`src/rtl/bfw_pkg.sv`:
```
// bfw_pkg: shared types, codes and weight tables for the bilateral filter window block.
// No dependencies; used by bfw_ctrl, bfw_dp, bilateral_filter_window and the testbench.

package bfw_pkg;

    localparam logic [63:0] COEF_A = 64'd4284243288;
    localparam logic [63:0] COEF_B = 64'd4286385946;
    localparam int STAB_LEN = 128;
    localparam int GTAB_LEN = 256;

    // configuration register indexes (word address)
    localparam logic [1:0] REG_WIDTH  = 2'd0;
    localparam logic [1:0] REG_HEIGHT = 2'd1;
    localparam logic [1:0] REG_MODE   = 2'd2;

    typedef logic [15:0] stab_t [STAB_LEN];
    typedef logic [15:0] gtab_t [GTAB_LEN];

    typedef struct packed {
        logic [11:0] w;
        logic [12:0] h;
        logic [24:0] n;
        logic [14:0] d;
    } bfw_geom_t;

    typedef struct packed {
        logic accept;
        logic center_rd;
        logic center_cap;
        logic tap_issue;
        logic div_start;
        logic div_step;
        logic load_out;
        logic finish;
    } bfw_cmd_t;

    typedef struct packed {
        logic need_filter;
        logic tap_last;
        logic pipe_busy;
        logic div_last;
        logic out_free;
    } bfw_status_t;

    typedef enum logic [2:0] {
        ST_IDLE,
        ST_CENTER,
        ST_GRAB,
        ST_TAPS,
        ST_DRAIN,
        ST_DIV,
        ST_OUT
    } bfw_state_t;

    // Q32.32 multiply, round to nearest
    function automatic logic [63:0] qmul32(logic [63:0] x, logic [63:0] y);
        logic [127:0] t;
        t = {64'd0, x} * {64'd0, y} + 128'h8000_0000;
        return t[95:32];
    endfunction

    function automatic logic [15:0] to_q16(logic [63:0] v);
        logic [63:0] r;
        r = (v + 64'h8000) >> 16;
        return (r > 64'd65535) ? 16'hFFFF : r[15:0];
    endfunction

    function automatic stab_t build_s();
        stab_t tab;
        logic [63:0] v;
        v = 64'h1_0000_0000;
        for (int k = 0; k < STAB_LEN; k++)
        begin
            tab[k] = to_q16(v);
            v = qmul32(v, COEF_A);
        end
        return tab;
    endfunction

    function automatic gtab_t build_g();
        gtab_t tab;
        logic [63:0] v;
        logic [63:0] f;
        logic [63:0] b2;
        v  = 64'h1_0000_0000;
        f  = COEF_B;
        b2 = qmul32(COEF_B, COEF_B);
        for (int k = 0; k < GTAB_LEN; k++)
        begin
            tab[k] = to_q16(v);
            v = qmul32(v, f);
            f = qmul32(f, b2);
        end
        return tab;
    endfunction

endpackage

```
`src/rtl/bfw_ctrl.sv`:
```
// bfw_ctrl: sequencer for the bilateral filter window (accept, center read, tap sweep,
// divide, output). Depends on bfw_pkg.

module bfw_ctrl (
    input  logic                  clk,
    input  logic                  rst_n,
    input  logic                  s_tvalid,
    input  bfw_pkg::bfw_status_t  status,
    output logic                  in_ready,
    output bfw_pkg::bfw_cmd_t     cmd
);

    import bfw_pkg::*;

    bfw_state_t state_reg;
    bfw_state_t state_next;

    always_ff @(posedge clk or negedge rst_n)
    begin
        if (!rst_n)
        begin
            state_reg <= ST_IDLE;
        end
        else
        begin
            state_reg <= state_next;
        end
    end

    always_comb
    begin
        state_next = state_reg;
        case (state_reg)
            ST_IDLE:
            begin
                if (s_tvalid && status.need_filter)
                begin
                    state_next = ST_CENTER;
                end
            end
            ST_CENTER: state_next = ST_GRAB;
            ST_GRAB:   state_next = ST_TAPS;
            ST_TAPS:
            begin
                if (status.tap_last)
                begin
                    state_next = ST_DRAIN;
                end
            end
            ST_DRAIN:
            begin
                if (!status.pipe_busy)
                begin
                    state_next = ST_DIV;
                end
            end
            ST_DIV:
            begin
                if (status.div_last)
                begin
                    state_next = ST_OUT;
                end
            end
            ST_OUT:
            begin
                if (status.out_free)
                begin
                    state_next = ST_IDLE;
                end
            end
            default: state_next = ST_IDLE;
        endcase
    end

    always_comb
    begin
        cmd      = '0;
        in_ready = 1'b0;
        case (state_reg)
            ST_IDLE:
            begin
                in_ready   = 1'b1;
                cmd.accept = s_tvalid;
            end
            ST_CENTER: cmd.center_rd  = 1'b1;
            ST_GRAB:   cmd.center_cap = 1'b1;
            ST_TAPS:   cmd.tap_issue  = 1'b1;
            ST_DRAIN:  cmd.div_start  = !status.pipe_busy;
            ST_DIV:    cmd.div_step   = 1'b1;
            ST_OUT:
            begin
                cmd.load_out = status.out_free;
                cmd.finish   = status.out_free;
            end
            default: cmd = '0;
        endcase
    end

endmodule

```
`config.mk`:
```
export PLATFORM = sky130hd
export DESIGN_NAME = bfw_ctrl
export DESIGN_NICKNAME = d
export VERILOG_FILES = /design/src/rtl/bfw_pkg.sv /design/src/rtl/bfw_ctrl.sv
export SDC_FILE = /design/constraint.sdc
export NUM_CORES = 1
export LEC_CHECK = 0
export ABC_AREA = 1
export ABC_CLOCK_PERIOD_IN_PS = 1550
export BUFFER_PORTS_ARGS = -buffer_cell sky130_fd_sc_hd__buf_2
export CORE_AREA = 5 5 42 44
export DETAILED_ROUTE_END_ITERATION = 10
export DIE_AREA = 0 0 47 49
export PLACE_DENSITY_LB_ADDON = 0.1
export SLEW_MARGIN = 20
export SYNTH_ARGS = -nofsm -noshare
export SYNTH_HDL_FRONTEND = slang
export SYNTH_SLANG_ARGS = --single-unit
```
`constraint.sdc`:
```
create_clock -name clk -period 1.55 [get_ports clk]
set_input_delay 0.155 -clock clk [delete_from_list [all_inputs] [get_ports clk]]
set_output_delay 0.155 -clock clk [all_outputs]
set_load 0.05 [all_outputs]
```
After elaboration in Yosys (flattened, before gate mapping)
Cells that the tools add are included.
- mux-type cells: 14
- eq/ne operators: 11
- reduce and logical (&&, ||, !) cells: 4
- operators with widths (operator ; count):
    $pmux 3 s7 ; 1
    $mux 3 ; 5
    $ne 2x2->1 const B ; 5
    $eq 3x3->1 const B ; 3
    $mux 1 ; 7
    $eq 3x2->1 const B ; 2
    $reduce_and 5->1 ; 1
    $eq 3x1->1 const B ; 1
    $logic_not 3->1 ; 1
    $mux 2 ; 1
    $logic_and 1x1->1 ; 1
    $logic_not 1->1 ; 1
- register bits: 3
- input bits: 8
- output and inout bits: 9
- logic and storage cells: 30

Longest topological paths before layout
- word-level depth: 3
- mapped depth: 8

Worst setup path before layout
Ideal clock, no wire load.
- kind: register to output
- start point: reg state_reg[0]
- end point: out cmd[1] (netlist bit)
- slack: -248 ps
- data arrival time: 1643 ps
- data required time: 1395 ps
- path buffers: 2
- cell stages (with the launch flop): 6
- cells stage by stage: dfrtp_1 buf_6 inv_2 nand3_1 nor2_1 buf_4
- RTL lines (item ; line ; text):
    from (decl) ; bfw_ctrl.sv:15 ; bfw_state_t state_reg;
    from (signal assigned) ; bfw_ctrl.sv:26 ; state_reg <= state_next;
    to (decl) ; bfw_ctrl.sv:10 ; output bfw_pkg::bfw_cmd_t cmd

==> results.md <==
* Placeable Area at roughly 0.0014 sq mm
* Rows at 14
* Register bit total from synthesis at 3
* Full die area at ~0.0023 sq mm
* DR top layer: met3
* WHS at about 0.25 ns
* Largest net degree at the start of global routing at 11
* Crit Path Max Fanout at 10
* Clock root buffer: clkbuf_4
* Synth Instances at 55
* Worst r2r src: state_reg[2]
* Max_slew headroom at 0.845
* Post-layout net count at around 80
* Tcrit/Tclk final at 0.922
* Unrepaired setup endpoints after global routing: no
* Syn_area_per_cell at 6.64 sq um
* Via count at between 300 and 400
* WL/cell at 9.95 microns
* Setup Skew at between 0.003 and 0.004 ns
* Die Height at roughly 49 microns
* Outcome: complete, no violations
* Die width at between 40 and 50 microns
* Leak at around 0.28 nW
* Post-DRT Antenna Nets at 0
* Clock transition at the registers of the reported paths at ~0.04 ns
* Met3 WL post-DR at approximately 43 microns
* Max Root-Sink Buffers at 2
* Setup crit start kind: register
* Gpl congestion at about 0.7
* CTS Sinks at 3
* Pwr Total at 1.09 mW
* CTS buffer count at 3
* Wire length on met1 at 409 microns
* RR Endpoint: state_reg[0]
* Most frequent cells in the layout: buf_2, nand2_1, inv_1
* Max Clk Rate at 699 MHz
* Final WL at 876 microns
* Antenna violations before repair at 0
* Vias in the first global route at 350
* Synth cell types at 17
* Hold Fails Final Rpt at 0
* Hold Crit Class: in -> async
* CTS tree: yes
* CP required at 1.39 ns
* DRC at 0
* First-pass GRT wire length at roughly 1400 microns
* Number of flip-flops in the largest register at 3
* DR vias/cell at approximately 4.4
* # diodes at 0
* CTS H-tree lvls at 1
* First drt pass iteration count at 4
* Post-CTS Setup Repair Bufs at 0
* Final setup vio count at 0
* IO Pins at 17
* Worst-Skew Late Latency at approximately 0.23 ns
* # port buffers at 16
* Synth Cell Area at 365 sq um
* Share of cells above drive strength 1 at 0.458
* Arrival @ worst endpoint at about 1.3 ns
* Worst vdd ir at about 0.61 mV
* Post-DP HPWL at between 600 and 700 microns
* Remaining Overflow, GRT at 0
* GRT Resource Usage Total at 0.0853
* Synthesized Nets at 63
* Worst Reg-to-Reg Cells at 5
* Setup TNS at 0 ns
* Area delta synth->final at 30.5%
* Tightest Pin Transition at roughly 0.23 ns
* Post-synthesis sequential area ratio at 0.205
* Minimum clock period at around 1.4 ns
* Synth Warn # at 0
* Max-slew violation count at 0
* CP endpoint kind: output port
* Commonest non-fill, non-tap cell in the layout: buf_2
* Power Dens Cells at 2290 mW/mm^2
* Critical path class: reg -> out
* Iter 0 DRT Violations at 7
* MaxCap Viol Count at 0
* Starting density of the core at 0.261
* WL met2 at 423 microns
* Reg2Reg Setup Slack at just under 0.4 ns
-- synth_stat cells --
| cell type | number | share of area |
|---|---|---|
| nand3_2 | 2 | 0.055 |
| nand3_1 | 5 | 0.068 |
| o21ai_0 | 1 | 0.014 |
| nor2_4 | 2 | 0.062 |
| nor2_2 | 1 | 0.017 |
| inv_1 | 8 | 0.082 |
| nand4_1 | 2 | 0.034 |
| nand2_1 | 9 | 0.092 |
| o21bai_1 | 3 | 0.062 |
| buf_6 | 3 | 0.092 |
| dfrtp_1 | 3 | 0.21 |
| a21oi_1 | 2 | 0.027 |
| buf_4 | 1 | 0.021 |
| nor2_1 | 8 | 0.082 |
| nand2_4 | 1 | 0.031 |
| nand2_2 | 2 | 0.034 |
| inv_2 | 2 | 0.021 |
-- report_power, final --
| group | total (mW) | switching [mW] | leakage [nW] | internal, mW |
|---|---|---|---|---|
| clock network | 0.139 | 0.0424 | 0.0150 | 0.0966 |
| logic | 0.708 | 0.498 | 0.233 | 0.210 |
| registers | 0.247 | 0.123 | 0.0338 | 0.124 |
| total | 1.09 | 0.664 | 0.282 | 0.430 |
-- final cells by class --
cell class	count	area, sq um
multi-input cells	38	214
flip-flops and latches	3	78.8
inverters	10	37.5
fillers	165	925
clock buffers	4	26.3
well taps	16	20.0
repair buffers	17	100
-- worst max-delay path by stage --
stage / start / endpoint / slack (ns) / depth (start not counted)
after floorplan: state_reg[0] / cmd[1] / 0.009 / 5
after global placement: state_reg[0] / cmd[1] / 0.25 / 4
after detailed placement: state_reg[1] / cmd[1] / 0.26 / 3
after CTS: state_reg[2] / cmd[1] / 0.01 / 3
after global routing: state_reg[1] / cmd[3] / 0.03 / 4
final: state_reg[2] / cmd[5] / 0.12 / 4
-- per-stage QoR --
step,instances,util,area [sq um],setup slack (ns)
after floorplan,55,-,368,0.00940
after global placement,83,0.304,427,0.248
after detailed placement,83,0.304,427,0.264
after CTS,88,0.330,463,0.0102
after global routing,88,0.340,477,0.0289
final,88,0.340,477,0.120
-- critical path, cell delays in order, from the launching register on --
cell	delay, ns
dfrtp_2	0.49
inv_2	0.14
nand2_1	0.07
nor2_1	0.08
buf_2	0.26
-- layer usage --
layer | GRT usage | vias up
met4 | 0.0829 | 0
met1 | 0.121 | 170
met5 | 0 | -
met3 | 0 | 0
met2 | 0.109 | 9
li1 | - | 206
-- logic make-up (layout without fill, tap and decap cells) --
family	count (synthesis)	in the layout	synth area share
AO/OA/AOI/OAI	6	6	0.103
buffers and inverters	14	31	0.216
flip-flops	3	3	0.205
AND/OR/NAND/NOR	32	32	0.476
-- what timing repair did --
item,in CTS,in global routing
endpoints found under the hold margin,3,0
setup endpoints to repair,0,7
resized for setup,0,7
hold buffers,1,0
(Power assumes the default switching activity.)
